File: src/rtl/delta_zigzag_varint_encoder_top_defines.svh
// assertion macros for the delta zigzag varint encoder
`ifndef DELTA_ZIGZAG_VARINT_ENCODER_TOP_DEFINES_SVH
`define DELTA_ZIGZAG_VARINT_ENCODER_TOP_DEFINES_SVH

// same-cycle implication, checked on every clock outside reset
`define DZV_ASSERT_NOW(label, ante, cons) \
  label: assert property (@(posedge clk) disable iff (!rst_n) (ante) |-> (cons)) \
    else $error("dzv same-cycle check failed");

// next-cycle implication, checked on every clock outside reset
`define DZV_ASSERT_NEXT(label, ante, cons) \
  label: assert property (@(posedge clk) disable iff (!rst_n) (ante) |=> (cons)) \
    else $error("dzv next-cycle check failed");

`endif

File: src/rtl/dzv_pkg.sv
// shared constants and helpers for the delta zigzag varint encoder
package dzv_pkg;

  localparam int unsigned VALUE_W    = 32;
  localparam int unsigned BYTE_W     = 8;
  localparam int unsigned COUNT_W    = 16;
  localparam int unsigned MAX_BYTES  = 5;
  localparam int unsigned PACK_W     = MAX_BYTES * BYTE_W;
  localparam int unsigned PCNT_W     = $clog2(MAX_BYTES + 1);
  localparam int unsigned SIGN_BIT   = 31;

  localparam logic [VALUE_W-1:0] ONE_BYTE_LIMIT = 32'd128;
  localparam logic [VALUE_W-1:0] TWO_BYTE_LIMIT = 32'd16384;
  localparam logic [BYTE_W-1:0]  CONT_BIT       = 8'h80;
  localparam logic [6:0]         LOW7_MASK      = 7'h7F;
  localparam logic [BYTE_W-1:0]  ESCAPE_BYTE    = 8'hFF;
  localparam logic [COUNT_W-1:0] CAP_RESET      = 16'hFFFF;

  typedef logic [VALUE_W-1:0] value_t;
  typedef logic [BYTE_W-1:0]  byte_t;
  typedef logic [COUNT_W-1:0] count_t;
  typedef logic [PACK_W-1:0]  pack_t;
  typedef logic [PCNT_W-1:0]  pcnt_t;

  // (d << 1) ^ (all ones when d is negative)
  function automatic value_t zigzag(input value_t d);
    value_t shifted;
    shifted = {d[SIGN_BIT-1:0], 1'b0};
    return shifted ^ {VALUE_W{d[SIGN_BIT]}};
  endfunction

endpackage

File: src/rtl/dzv_if.sv
// handshake channels of the delta zigzag varint encoder

interface dzv_in_if;
  logic                 valid;
  logic                 ready;
  logic signed [31:0]   sample_value;
  logic                 first_of_array;
  modport source (output valid, output sample_value, output first_of_array, input ready);
  modport sink   (input valid, input sample_value, input first_of_array, output ready);
endinterface

interface dzv_out_if;
  logic                 valid;
  logic                 ready;
  logic [7:0]           out_byte;
  logic                 last_byte;
  modport source (output valid, output out_byte, output last_byte, input ready);
  modport sink   (input valid, input out_byte, input last_byte, output ready);
endinterface

interface dzv_cfg_if;
  logic                 valid;
  logic                 ready;
  logic [15:0]          wdata;
  modport source (output valid, output wdata, input ready);
  modport sink   (input valid, input wdata, output ready);
endinterface

File: src/rtl/delta_zigzag_varint_encoder_top.sv
// pipeline: an accepted word waits in the input register and is coded and loaded into the
// output shift register once that register is free; its bytes go out on the out channel from there
// throughput: one byte per cycle while the receiver is ready, from a five-byte output shift
// register; an item emits zero to five bytes, and the next word loads as its last byte leaves
// reset: previous value and byte count clear, capacity returns to 65535, channels empty
`include "delta_zigzag_varint_encoder_top_defines.svh"

module delta_zigzag_varint_encoder_top (
  input  logic       clk,
  input  logic       rst_n,
  dzv_in_if.sink     in_ch,
  dzv_out_if.source  out_ch,
  dzv_cfg_if.sink    cfg_ch
);

  logic              in_valid_r;
  dzv_pkg::value_t   in_value_r;
  logic              in_first_r;
  dzv_pkg::value_t   prev_r;
  dzv_pkg::count_t   bw_r;
  dzv_pkg::count_t   cap_r;
  dzv_pkg::pack_t    buf_r;
  dzv_pkg::pcnt_t    buf_cnt_r;

  logic              buf_free;
  logic              load;
  logic              out_fire;
  dzv_pkg::value_t   delta;
  dzv_pkg::value_t   zz;
  dzv_pkg::byte_t    lo_byte;
  dzv_pkg::byte_t    hi_byte;
  logic [16:0]       bw_x;
  logic [16:0]       cap_x;
  logic [16:0]       bw1;
  logic              w1;
  logic              w2;
  dzv_pkg::pack_t    pack_nxt;
  dzv_pkg::pcnt_t    pack_cnt_nxt;
  logic [16:0]       bw_nxt;

  assign out_fire = out_ch.valid && out_ch.ready;
  assign buf_free = (buf_cnt_r == '0) || ((buf_cnt_r == dzv_pkg::pcnt_t'(1)) && out_ch.ready);
  assign load     = in_valid_r && buf_free;

  assign in_ch.ready      = !in_valid_r || load;
  assign cfg_ch.ready     = 1'b1;
  assign out_ch.valid     = (buf_cnt_r != '0);
  assign out_ch.out_byte  = buf_r[dzv_pkg::BYTE_W-1:0];
  assign out_ch.last_byte = (buf_cnt_r == dzv_pkg::pcnt_t'(1));

  assign delta   = in_value_r - prev_r;
  assign zz      = dzv_pkg::zigzag(delta);
  assign lo_byte = dzv_pkg::CONT_BIT | {1'b0, zz[6:0] & dzv_pkg::LOW7_MASK};
  assign hi_byte = {1'b0, zz[13:7]};
  assign bw_x    = {1'b0, bw_r};
  assign cap_x   = {1'b0, cap_r};

  // each write is kept or dropped on its own against the running count
  always_comb begin
    pack_nxt     = '0;
    pack_cnt_nxt = '0;
    bw_nxt       = bw_x;
    w1           = 1'b0;
    w2           = 1'b0;
    bw1          = bw_x;
    if (in_first_r) begin
      w1     = (17'd4 <= cap_x);
      bw_nxt = w1 ? 17'd4 : 17'd0;
      bw1    = bw_nxt;
      if (w1) begin
        pack_nxt     = {8'h00, in_value_r};
        pack_cnt_nxt = dzv_pkg::pcnt_t'(4);
      end
    end else if (zz < dzv_pkg::ONE_BYTE_LIMIT) begin
      w1     = (bw_x + 17'd1 <= cap_x);
      bw1    = w1 ? bw_x + 17'd1 : bw_x;
      bw_nxt = bw1;
      if (w1) begin
        pack_nxt     = {32'h0, zz[7:0]};
        pack_cnt_nxt = dzv_pkg::pcnt_t'(1);
      end
    end else if (zz < dzv_pkg::TWO_BYTE_LIMIT) begin
      w1     = (bw_x + 17'd1 <= cap_x);
      bw1    = w1 ? bw_x + 17'd1 : bw_x;
      w2     = (bw1 + 17'd1 <= cap_x);
      bw_nxt = w2 ? bw1 + 17'd1 : bw1;
      case ({w1, w2})
        2'b11: begin
          pack_nxt     = {24'h0, hi_byte, lo_byte};
          pack_cnt_nxt = dzv_pkg::pcnt_t'(2);
        end
        2'b10: begin
          pack_nxt     = {32'h0, lo_byte};
          pack_cnt_nxt = dzv_pkg::pcnt_t'(1);
        end
        2'b01: begin
          pack_nxt     = {32'h0, hi_byte};
          pack_cnt_nxt = dzv_pkg::pcnt_t'(1);
        end
        default: begin
          pack_nxt     = '0;
          pack_cnt_nxt = '0;
        end
      endcase
    end else begin
      w1     = (bw_x + 17'd1 <= cap_x);
      bw1    = w1 ? bw_x + 17'd1 : bw_x;
      w2     = (bw1 + 17'd4 <= cap_x);
      bw_nxt = w2 ? bw1 + 17'd4 : bw1;
      case ({w1, w2})
        2'b11: begin
          pack_nxt     = {zz, dzv_pkg::ESCAPE_BYTE};
          pack_cnt_nxt = dzv_pkg::pcnt_t'(5);
        end
        2'b10: begin
          pack_nxt     = {32'h0, dzv_pkg::ESCAPE_BYTE};
          pack_cnt_nxt = dzv_pkg::pcnt_t'(1);
        end
        2'b01: begin
          pack_nxt     = {8'h00, zz};
          pack_cnt_nxt = dzv_pkg::pcnt_t'(4);
        end
        default: begin
          pack_nxt     = '0;
          pack_cnt_nxt = '0;
        end
      endcase
    end
  end

  // input register
  always_ff @(posedge clk) begin
    if (!rst_n) begin
      in_valid_r <= 1'b0;
    end else if (in_ch.ready) begin
      in_valid_r <= in_ch.valid;
    end
  end

  always_ff @(posedge clk) begin
    if (in_ch.valid && in_ch.ready) begin
      in_value_r <= dzv_pkg::value_t'(in_ch.sample_value);
      in_first_r <= in_ch.first_of_array;
    end
  end

  // coder state and capacity register
  always_ff @(posedge clk) begin
    if (!rst_n) begin
      prev_r <= '0;
      bw_r   <= '0;
      cap_r  <= dzv_pkg::CAP_RESET;
    end else begin
      if (load) begin
        prev_r <= in_value_r;
        bw_r   <= bw_nxt[dzv_pkg::COUNT_W-1:0];
      end
      if (cfg_ch.valid && cfg_ch.ready) begin
        cap_r <= cfg_ch.wdata;
      end
    end
  end

  // output shift register, low byte goes first
  always_ff @(posedge clk) begin
    if (!rst_n) begin
      buf_cnt_r <= '0;
    end else if (load) begin
      buf_cnt_r <= pack_cnt_nxt;
    end else if (out_fire) begin
      buf_cnt_r <= buf_cnt_r - dzv_pkg::pcnt_t'(1);
    end
  end

  always_ff @(posedge clk) begin
    if (load) begin
      buf_r <= pack_nxt;
    end else if (out_fire) begin
      buf_r <= buf_r >> dzv_pkg::BYTE_W;
    end
  end

  `DZV_ASSERT_NOW(a_buf_cnt_range, 1'b1, buf_cnt_r <= dzv_pkg::pcnt_t'(dzv_pkg::MAX_BYTES))
  `DZV_ASSERT_NEXT(a_first_resets_count, load && in_first_r, bw_r <= 16'd4)
  `DZV_ASSERT_NEXT(a_prev_follows_item, load, prev_r == $past(in_value_r))
  `DZV_ASSERT_NEXT(a_shift_counts_down, out_fire && (buf_cnt_r > dzv_pkg::pcnt_t'(1)),
                   buf_cnt_r == $past(buf_cnt_r) - dzv_pkg::pcnt_t'(1))

endmodule

File: src/flat_wrapper.sv
// flat-port wrapper written by rule: the top's interface ports become plain ports
module delta_zigzag_varint_encoder_top_flat 
  (clk, rst_n, in_ch_valid, in_ch_sample_value, in_ch_first_of_array, in_ch_ready, out_ch_valid, out_ch_out_byte, out_ch_last_byte, out_ch_ready, cfg_ch_valid, cfg_ch_wdata, cfg_ch_ready);
  dzv_in_if in_ch_i ();
  dzv_out_if out_ch_i ();
  dzv_cfg_if cfg_ch_i ();
  input  logic clk;
  input  logic rst_n;
  input wire logic [$bits(in_ch_i.valid)-1:0] in_ch_valid;
  input wire logic [$bits(in_ch_i.sample_value)-1:0] in_ch_sample_value;
  input wire logic [$bits(in_ch_i.first_of_array)-1:0] in_ch_first_of_array;
  output wire logic [$bits(in_ch_i.ready)-1:0] in_ch_ready;
  output wire logic [$bits(out_ch_i.valid)-1:0] out_ch_valid;
  output wire logic [$bits(out_ch_i.out_byte)-1:0] out_ch_out_byte;
  output wire logic [$bits(out_ch_i.last_byte)-1:0] out_ch_last_byte;
  input wire logic [$bits(out_ch_i.ready)-1:0] out_ch_ready;
  input wire logic [$bits(cfg_ch_i.valid)-1:0] cfg_ch_valid;
  input wire logic [$bits(cfg_ch_i.wdata)-1:0] cfg_ch_wdata;
  output wire logic [$bits(cfg_ch_i.ready)-1:0] cfg_ch_ready;
  assign in_ch_i.valid = in_ch_valid;
  assign in_ch_i.sample_value = in_ch_sample_value;
  assign in_ch_i.first_of_array = in_ch_first_of_array;
  assign in_ch_ready = in_ch_i.ready;
  assign out_ch_valid = out_ch_i.valid;
  assign out_ch_out_byte = out_ch_i.out_byte;
  assign out_ch_last_byte = out_ch_i.last_byte;
  assign out_ch_i.ready = out_ch_ready;
  assign cfg_ch_i.valid = cfg_ch_valid;
  assign cfg_ch_i.wdata = cfg_ch_wdata;
  assign cfg_ch_ready = cfg_ch_i.ready;
  delta_zigzag_varint_encoder_top u_core (.clk(clk), .rst_n(rst_n), .in_ch(in_ch_i), .out_ch(out_ch_i), .cfg_ch(cfg_ch_i));
endmodule
File: config.mk
export PLATFORM = sky130hd
export DESIGN_NAME = delta_zigzag_varint_encoder_top_flat
export DESIGN_NICKNAME = d
export VERILOG_FILES = /design/src/rtl/dzv_pkg.sv /design/src/rtl/dzv_if.sv /design/src/rtl/delta_zigzag_varint_encoder_top.sv /design/src/flat_wrapper.sv
export VERILOG_INCLUDE_DIRS = /design/src /design/src/rtl
export SDC_FILE = /design/constraint.sdc
export NUM_CORES = 1
export LEC_CHECK = 0
export BUFFER_PORTS_ARGS = -buffer_cell sky130_fd_sc_hd__buf_4
export CAP_MARGIN = 20
export CORE_ASPECT_RATIO = 1.4
export CORE_MARGIN = 2
export CORE_UTILIZATION = 30
export CTS_CLUSTER_SIZE = 40
export DETAILED_ROUTE_END_ITERATION = 10
export SLEW_MARGIN = 20
export SYNTH_ARGS = -nofsm -noshare
export SYNTH_HDL_FRONTEND = slang
export SYNTH_SLANG_ARGS = --single-unit
File: constraint.sdc
create_clock -name clk -period 8.8 [get_ports clk]
set_input_delay 0.44 -clock clk [delete_from_list [all_inputs] [get_ports clk]]
set_output_delay 0.44 -clock clk [all_outputs]
set_load 0.01 [all_outputs]
After elaboration in Yosys (flattened, before gate mapping)
Index checks and enable logic that the tools add are counted.
- logic and storage cells: 63
- bits in registers: 141
- reduce and logical (&&, ||, !) cells: 11
- eq/ne operators: 7
- muxes and demuxes: 25
- add/sub/neg operators: 5
- magnitude comparators: 6
- bitwise logic cells: 1
- operators with widths (operator ; count):
    40-bit 2-to-1 mux ; 5
    40-bit one-hot mux with 3 select lines ; 1
    16-bit 2-to-1 mux ; 5
    17-bit by 16-bit less-or-equal comparator with 1-bit output ; 3
    15-bit one-hot mux with 3 select lines ; 1
    32-bit by 15-bit < comparator with 1-bit output (second input constant) ; 1
    32-bit by 8-bit < comparator with 1-bit output (second input constant) ; 1
    32-bit 2-to-1 mux ; 1
    32-bit subtractor ; 1
    32-bit XOR ; 1
    3-bit 2-to-1 mux ; 7
    16-bit by 1-bit adder with 17-bit output (second input constant) ; 1
    17-bit by 1-bit adder with 17-bit output (second input constant) ; 1
    17-bit by 3-bit adder with 17-bit output (second input constant) ; 1
    17-bit 2-to-1 mux ; 1
    3-bit by 16-bit less-or-equal comparator with 1-bit output (first input constant) ; 1
    3-bit one-hot mux with 3 select lines ; 1
    2-bit equality test (second input constant) ; 4
    8-bit 2-to-1 mux ; 1
    2-bit by 1-bit equality test with 1-bit output (second input constant) ; 2
    1-bit logical AND ; 4
    2-bit one-hot mux with 2 select lines ; 1
    3-bit by 1-bit equality test with 1-bit output (second input constant) ; 1
    3-bit logical NOT ; 1
    7 further kinds ; 8

Depth between registers and ports, before layout
Gate-level depths: netlist (run 1).
- depth after elaboration: 12
- gate-level depth with buffers: 38
- gate-level depth less buffers: 36

Worst setup path after synthesis (run 1)
Ideal clock, no wire load.
- path kind: reg2reg
- start: reg u_core.bw_r[1]
- end: reg u_core.buf_r[0], data pin
- path buffers: 6
- arrival: 7.450 ns
- cell stages (with the launch flop): 37
- setup slack: 1.086 ns
- period minus slack after synthesis: 7.714 ns
- data required time: 8.536 ns
- cell sequence: dfxtp_1 ha_1 and3_1 clkbuf_1 nand2_1 nor3_1 nand2_1 xor2_1 inv_1 ha_1 a2111oi_0 o221ai_1 o22ai_2 clkbuf_1 clkbuf_1 buf_1 clkbuf_1 xor2_1 ha_1 clkbuf_1 inv_1 nor2_1 xnor2_1 ha_1 a21o_1 a21o_1 a21oi_1 o211ai_1 o211a_1 a31oi_4 inv_1 ha_1 nor2_1 or3_1 mux2i_1 a311oi_1 o22ai_1
- longest elaborated chain between the ends: 11
- elaborated cells on any way between the ends: 20
- RTL lines (element ; RTL line ; source):
    from (decl) ; delta_zigzag_varint_encoder_top.sv:20 ; dzv_pkg::count_t bw_r;
    from (signal assigned) ; delta_zigzag_varint_encoder_top.sv:156 ; bw_r <= bw_nxt[dzv_pkg::COUNT_W-1:0];
    16-bit by 1-bit adder with 17-bit output ; n/a ;
    17-bit by 16-bit less-or-equal comparator with 1-bit output ; delta_zigzag_varint_encoder_top.sv:75, delta_zigzag_varint_encoder_top.sv:83, delta_zigzag_varint_encoder_top.sv:106 ;
    17-bit 2-to-1 mux ; delta_zigzag_varint_encoder_top.sv:84, delta_zigzag_varint_encoder_top.sv:107 ;
    17-bit by 3-bit adder with 17-bit output or 17-bit by 1-bit adder with 17-bit output (tied branches) ; delta_zigzag_varint_encoder_top.sv:108, delta_zigzag_varint_encoder_top.sv:85 ;
    17-bit by 16-bit less-or-equal comparator with 1-bit output (on tied branches) ; delta_zigzag_varint_encoder_top.sv:108, delta_zigzag_varint_encoder_top.sv:85 ;
    2-bit by 1-bit equality test with 1-bit output, or another cell as far along ; delta_zigzag_varint_encoder_top.sv:110 ; case ({w1, w2})
    40-bit one-hot mux with 3 select lines or 15-bit one-hot mux with 3 select lines (tied branches) ; delta_zigzag_varint_encoder_top.sv:110, delta_zigzag_varint_encoder_top.sv:87 ;
    40-bit 2-to-1 mux ; delta_zigzag_varint_encoder_top.sv:82 ; end else if (zz < dzv_pkg::TWO_BYTE_LIMIT) begin
    40-bit 2-to-1 mux (*) ; delta_zigzag_varint_encoder_top.sv:74 ; end else if (zz < dzv_pkg::ONE_BYTE_LIMIT) begin
    40-bit 2-to-1 mux (*) ; delta_zigzag_varint_encoder_top.sv:66 ; if (in_first_r) begin
    40-bit 2-to-1 mux (*) ; delta_zigzag_varint_encoder_top.sv:176 ; if (load) begin
    to (signal assigned) ; delta_zigzag_varint_encoder_top.sv:177 ; buf_r <= pack_nxt;
    to (signal assigned) ; delta_zigzag_varint_encoder_top.sv:179 ; buf_r <= buf_r >> dzv_pkg::BYTE_W;
    to (decl) ; delta_zigzag_varint_encoder_top.sv:22 ; dzv_pkg::pack_t buf_r;
Mark *: on every way between the ends. The rest lies on a longest branch, timed or not.
A chain may end at the register's enable or synchronous reset.

Worst setup path after layout (run 1)
- start: reg u_core.bw_r[0]
- end: reg u_core.buf_r[3], data pin
Same word-level chain as after synthesis.

==> key figures, run 1 <==
Status
  • Status: finished clean

Min path
  • Worst Hold Class: primary input to flip-flop
  • WHS Endpoint: u_core.in_value_r[13]
  • Hold path depth: 1
  • HP Start: in_ch_sample_value[13]

Floorplan
  • Row count: approximately 90
  • Die area: around 43000 µm²
  • Core area: 41000 µm²
  • Die W: roughly 180 µm
  • Initial Util: between 30% and 40%
  • Ports: 66
  • DIE HEIGHT: 244 µm

Synth
  • Post-Syn Area: 12400 µm²
  • Post-synthesis average cell area: slightly above 8 µm²
  • Number of synthesized flops with an enable pin: 73
  • Top_reg_cell synth: edfxtp_1
  • Library cells used by synthesis: 104
  • Syn_nets: 1671
  • Ys async rst share: 0%
  • #FFs+latches synth: roughly 140
  • Yosys Warn Count: 0
  • Post-synthesis sequential area ratio: 28.7%
  • Mapped Cells: 1527

Final layout
  • Non-Filler Instances: 2087
  • Area delta synth->final: 12.2%
  • FF/Latch Area: roughly 3600 µm²
  • Area of the multi-input gates: about 8100 µm²
  • Layout cells sized above 1: 11.6%
  • Diode count: 0
  • Fillers: around 4300
  • Nets@finish: 1678

STA
  • Relative slew slack: a little over a quarter
  • Fmax: around 0.12 GHz
  • Pin slew with the least headroom to its limit: 1.09 ns
  • RSZ-0062 raised after global routing: no
  • Setup-failing EPs final: 0
  • Fin crit share: 91.2%
  • Skew final: about 0.016 ns
  • Setup TNS: 0 ns
  • Fin. max-slew vios: 0
  • Tmin final: 8.02 ns
  • Final Hold Viols: 0

Drt
  • Vias/cell: about 5.5
  • WL/cell: 19.5 µm
  • DRC violations left: 0
  • Starting DRT DRC Count: 854
  • Detailed-route via count: 11500
  • DR pass1 iterations: 8
  • Number of routed nets with antenna violations: 0
  • Routed wire length: 40.6 mm

Setup path
  • CP startpoint kind: flip-flop
  • R2R setup slack: between 0.7 and 0.8 ns
  • Capturing point of the worst reg2reg path: u_core.buf_r[3]
  • Buf/Inv on CP: 5
  • Worst path arrival time: 8.19 ns
  • Critical Path Max Stage Delay: 0.58 ns
  • CP required: about 9 ns
  • CP Capture Type: flip-flop
  • Worst Path Max Fanout: 10
  • Top delay family on crit path: compound AO/OA/AOI/OAI gates
  • Crit path top cell by count: ha_1
  • Worst reg-to-reg path cell count: 36
  • Path type of the worst setup path: flip-flop to flip-flop
  • Critical-path top delay cell: a22oi_1
  • R2r startpoint: u_core.bw_r[0]

Clocking
  • Number of buffers created by CTS: 17
  • # clock sinks: ~140
  • CTS Buffer Depth: 2
  • Later-pin clock latency in the skew report: ~0.45 ns
  • CTS Hold Bufs: 0
  • Worst-path clk slew: about 0.080 ns
  • Max H-tree Level: 4
  • CTS tree: built
  • Clk root buf: clkbuf_16

Placed design
  • Final Wtd Congestion: just over 0.9
  • Dpl cells: 2055
  • Number of port buffers: 64
  • HPWL after detailed placement: a little over 30 mm

Global route
  • GR Util All Layers: 18.8%
  • Vias in the first global route: roughly 11000
  • Largest net degree at the start of global routing: 69
  • Antenna violations before repair: 0
  • First-pass GRT wire length: approximately 63 mm
  • Grt ovf: 0

Power and ir drop
  • P per Cell Area: roughly 280 nW/µm²
  • Max IR drop VDD: roughly 150 µV
  • Leak pwr: about 5.3 nW

Flow run
  • Max-cap viol count: 0
flip-flops by register name, indices dropped and copies added (netlist names):
| signal | count |
|---|---|
| u_core.in_valid_r | 1 |
| u_core.in_first_r | 1 |
| u_core.bw_r | 16 |
| u_core.buf_cnt_r | 3 |
| u_core.buf_r | 40 |
| u_core.prev_r | 32 |
| u_core.in_value_r | 32 |
| u_core.cap_r | 16 |
how the worst max path moves through the flow:
| stage | start | to | depth (start not counted) |
|---|---|---|---|
| after floorplan | u_core.bw_r[1] | u_core.buf_r[0] | 36 |
| after global placement | u_core.bw_r[0] | u_core.buf_r[3] | 35 |
| after detailed placement | u_core.bw_r[0] | u_core.buf_r[3] | 35 |
| after CTS | u_core.bw_r[0] | u_core.buf_r[3] | 35 |
| after global routing | u_core.bw_r[0] | u_core.buf_r[4] | 36 |
| final | u_core.bw_r[0] | u_core.buf_r[3] | 36 |
power breakdown:
group	internal (mW)	switching (mW)
Combinational	0.768	1.31
Clock	0.423	0.327
Sequential	0.925	0.0915
cells in the mapped netlist, drive strengths merged, types with 7 or more instances:
master  instances  area share, %
nand2         202            6.2
nand3          38            1.5
xnor2          89            6.4
clkbuf         60            1.8
a21oi         107            4.6
and3           23            1.2
a31oi          18            1.3
nand4          18           0.91
and4            7           0.51
nor4           14           0.88
nand2b         14           0.71
a22oi           7           0.42
edfxtp         73             18
o21ai          79            3.4
nor3           38            1.7
buf            38            2.0
o21a           19            1.2
dfxtp          68             11
and2           11           0.56
a211oi          9           0.63
or3             9           0.45
nor2b          11           0.56
a21o           15           0.91
o22ai          21            1.1
mux2i          26            2.1
o211ai         31            1.9
ha             89            9.0
nor2          137            4.3
or4             8           0.52
a21boi         42            2.6
inv            75            2.3
xor2           33            2.4
metrics by stage:
stage / setup slack [ns] / total power [mW] / area (µm²) / hold WS (ns) / util (%)
4_1_cts: 0.622 / 3.85 / 13900 / 0.157 / 33.9
2_1_floorplan: 1.09 / 2.54 / 12400 / 0.443 / -
3_5_place_dp: 0.692 / 3.09 / 13300 / 0.458 / 32.5
5_1_grt: 0.0655 / 4.10 / 13900 / 0.151 / 33.9
6_report: 0.778 / 3.85 / 13900 / 0.168 / 33.9
3_3_place_gp: 0.971 / 3.06 / 13300 / 0.451 / 32.5
per-layer routing:
layer  GRT usage, %  wire, µm  up-vias
li1               -         -     5507
met1           21.1     15900     5521
met2           34.4     20800      383
met3           2.61      1850      102
met4           9.38      2080        0
met5              0         0        -
layout make-up:
cell class	count	share of cell area, %
clock buffers	18	3.09
clock inverters	14	1.13
inverters	75	2.03
multi-input cells	1213	58.6
flip-flops and latches	141	25.6
well taps	540	4.86
repair buffers	86	4.74
cells in the final DEF (no fill, tap or decap), types with 5 or more instances in the layout:
cell	instances
nand2_1	200
nand4_1	18
and4_1	6
o21ai_2	5
o21a_1	19
a21oi_1	99
xnor2_1	87
or3_1	9
a21oi_2	8
nor2_1	135
nand3_1	38
o21ai_1	13
a22oi_1	7
nor4_1	12
nand3b_1	6
and2_1	10
o211ai_1	30
a211oi_1	7
clkbuf_16	17
mux2i_1	26
inv_1	74
nor3_1	34
o21ai_0	60
and3_1	23
a21boi_0	40
or2_2	5
a21o_1	15
ha_1	89
or4_1	7
inv_6	6
xor2_1	31
o31ai_1	6
a31oi_1	14
nand2b_1	13
edfxtp_1	73
dfxtp_1	68
buf_4	85
nor2b_1	10
a221oi_1	6
o22ai_1	20
repair_timing:
item | 4_1_cts | 5_1_grt
gates resized for setup | 0 | 3
endpoints found under the setup margin | 0 | 16
setup buffers | 0 | 0
cells by family after synthesis:
| family | Yosys count | synth area share, % |
|---|---|---|
| muxes | 28 | 2.28 |
| xor gates and xnor gates | 122 | 8.81 |
| other | 1 | 0.0303 |
| AOI/OAI and AO/OA | 417 | 23.4 |
| DFF | 141 | 28.7 |
| adders and majority gates | 90 | 9.15 |
| and+or+nand+nor | 555 | 21.6 |
| buffers and inverters | 173 | 6.05 |
No activity file was read; power rests on OpenSTA's default activity.
==> run 2: changes to the inputs <==
--- a/config.mk
+++ b/config.mk
@@ -11,6 +11,7 @@
 export CORE_ASPECT_RATIO = 1.4
 export CORE_MARGIN = 2
 export CORE_UTILIZATION = 30
+export CTS_BUF_LIST = sky130_fd_sc_hd__clkbuf_8
 export CTS_CLUSTER_SIZE = 40
 export DETAILED_ROUTE_END_ITERATION = 10
 export SLEW_MARGIN = 20
==> run 2 against run 1 <==
  * Via count is essentially flat
  * Sequential cell count is the same
  * Die area is the same
  * Largest cell class unchanged
==> key figures, run 2 (synthesis results as in run 1) <==
STA
  • Fin. max-slew vios: 0
  • Setup-failing EPs final: 0
  • RSZ-0062 raised after global routing: no
  • Skew final: 0.0273 ns
  • Pin slew with the least headroom to its limit: 1.09 ns
  • Final Hold Viols: 0
  • Fin worst setup slack: between 0.7 and 0.8 ns
  • Fin crit share: between 90% and 100%
  • Fmax: around 0.12 GHz
  • Relative slew slack: about 27%
  • Tmin final: 8.05 ns
  • Setup TNS: 0 ns

Flow run
  • Max-cap viol count: 0

Drt
  • Max layer used: met4
  • Starting DRT DRC Count: 865
  • DR pass1 iterations: 5
  • DRT met1 WL: around 16 mm
  • Number of routed nets with antenna violations: 0
  • DRC violations left: 0
  • Vias/cell: 5.51
  • DR WL met2: just over 20 mm
  • WL/cell: 19.4 µm
  • Routed wire length: between 40 and 50 mm
  • Detailed-route via count: about 12000
  • Routed length on met3: about 1.8 mm

Clocking
  • CTS tree: built
  • Max H-tree Level: 4
  • Later-pin clock latency in the skew report: about 0.5 ns
  • Clk root buf: clkbuf_8
  • # clock sinks: ~140
  • Number of buffers created by CTS: 17
  • CTS Buffer Depth: 2
  • Worst-path clk slew: 0.11 ns

Setup path
  • Worst Path Max Fanout: 10
  • Crit path top cell by count: ha_1
  • CP Depth: 36
  • CP Capture Type: flip-flop
  • R2R setup slack: between 0.7 and 0.8 ns
  • CP startpoint kind: flip-flop
  • Worst reg-to-reg path cell count: 36
  • Buf/Inv on CP: 5
  • Critical Path Max Stage Delay: ~0.59 ns
  • Path type of the worst setup path: flip-flop to flip-flop
  • R2r startpoint: u_core.bw_r[0]
  • Critical-path top delay cell: a22oi_1
  • Top delay family on crit path: compound AO/OA/AOI/OAI gates
  • Worst path arrival time: 8.25 ns
  • CP required: around 9.0 ns
  • Worst setup path start: u_core.bw_r[0]

Power and ir drop
  • Clock power share: roughly 15%
  • P per Cell Area: around 270 nW/µm²
  • Comb pwr share: 56.9%
  • Max IR drop VDD: about 130 µV
  • P_sw: 1.71 mW
  • Leak pwr: approximately 5.2 nW
  • Internal power: a little under 2 mW
  • Sequential share of power: roughly 28%
  • Switching fraction of total power: 46.7%

Final layout
  • Largest register by flop count: u_core.buf_r
  • Max reg flops: 40
  • Layout cells sized above 1: 11.6%
  • Area delta synth->final: 10.6%
  • Commonest non-fill, non-tap cells in the layout: nand2_1 (200), nor2_1 (135), a21oi_1 (99), ha_1 (89), xnor2_1 (87)
  • Top Registers: u_core.buf_r x40, u_core.in_value_r x32, u_core.prev_r x32
  • Final Core Density: approximately a third
  • Diode count: 0
  • Commonest non-fill, non-tap cell in the layout: nand2_1
  • Nets@finish: about 1700

Floorplan
  • Initial Util: a little under a third
  • Die W: 176 µm
  • Core area: ~40000 µm²
  • Die area: 42900 µm²
  • Ports: 66
  • Row count: slightly below 90
  • DIE HEIGHT: about 240 µm

Placed design
  • Number of port buffers: between 60 and 70
  • HPWL after detailed placement: 31.1 mm
  • Final Wtd Congestion: approximately 0.93
  • Pre-CTS setup slack: roughly 0.69 ns

Min path
  • Hold path depth: 1
  • Worst Hold Class: primary input to flip-flop
  • HP Start: in_ch_sample_value[22]

Status
  • Status: finished clean

Global route
  • First-pass GRT wire length: ~63 mm
  • Grt ovf: 0
  • Antenna violations before repair: 0
  • Largest net degree at the start of global routing: 69
  • Vias in the first global route: between 10000 and 15000
  • GR Util All Layers: roughly a fifth
## run 2: worst reg2reg max path, delay by kind of cell (launching register included)
kind                     cells  cell delay (ns)
AO/OA/AOI/OAI               12             2.57
adder cells (fa/ha/maj)      5             1.43
flip-flops                   1             0.53
AND/OR/NAND/NOR             11             2.19
buffers and inverters        5             0.61
XOR/XNOR                     3             0.44
## run 2: worst paths after layout
| check | end |
|---|---|
| worst max-delay path | u_core.buf_r[3] |
| worst min register to register | u_core.prev_r[23] |
| worst max register to register | u_core.buf_r[3] |
| worst min-delay path | u_core.in_value_r[22] |
## run 2: what timing repair did
item / CTS / global route
buffers inserted: 0 / 0
setup endpoints to repair: 0 / 17
resized for setup: 0 / 3
hold buffers: 0 / 0
## run 2: area by class of cell
cell class / count / area (µm²)
Fill cell: 4343 / 27300
Clock buffer: 17 / 234
Timing Repair Buffer: 86 / 658
Tap cell: 540 / 676
Inverter: 75 / 282
Sequential cell: 141 / 3550
Clock inverter: 15 / 160
Multi-Input combinational cell: 1213 / 8140
## run 2: routing by layer
| layer | global-route usage (%) | up-vias |
|---|---|---|
| li1 | - | 5505 |
| met1 | 21.0 | 5495 |
| met2 | 34.1 | 392 |
| met3 | 2.61 | 112 |
| met4 | 9.99 | 0 |
| met5 | 0 | - |
## run 2: power by group through the flow
stage,Combinational [mW],Sequential [mW],Clock (mW)
after floorplan,1.56,0.984,0
after global placement,2.03,1.03,0
after detailed placement,2.06,1.03,0
after CTS,2.07,1.02,0.570
after global routing,2.27,1.03,0.596
final,2.08,1.01,0.559
## run 2: metrics by stage
step	hold slack (ns)	instances	power [mW]	area, µm²
floorplan	0.443	1527	2.54	12400
global placement	0.451	2055	3.06	13300
detailed placement	0.458	2055	3.09	13300
CTS	0.0985	2087	3.66	13700
global route	0.0982	2087	3.90	13700
finish	0.124	2087	3.65	13700
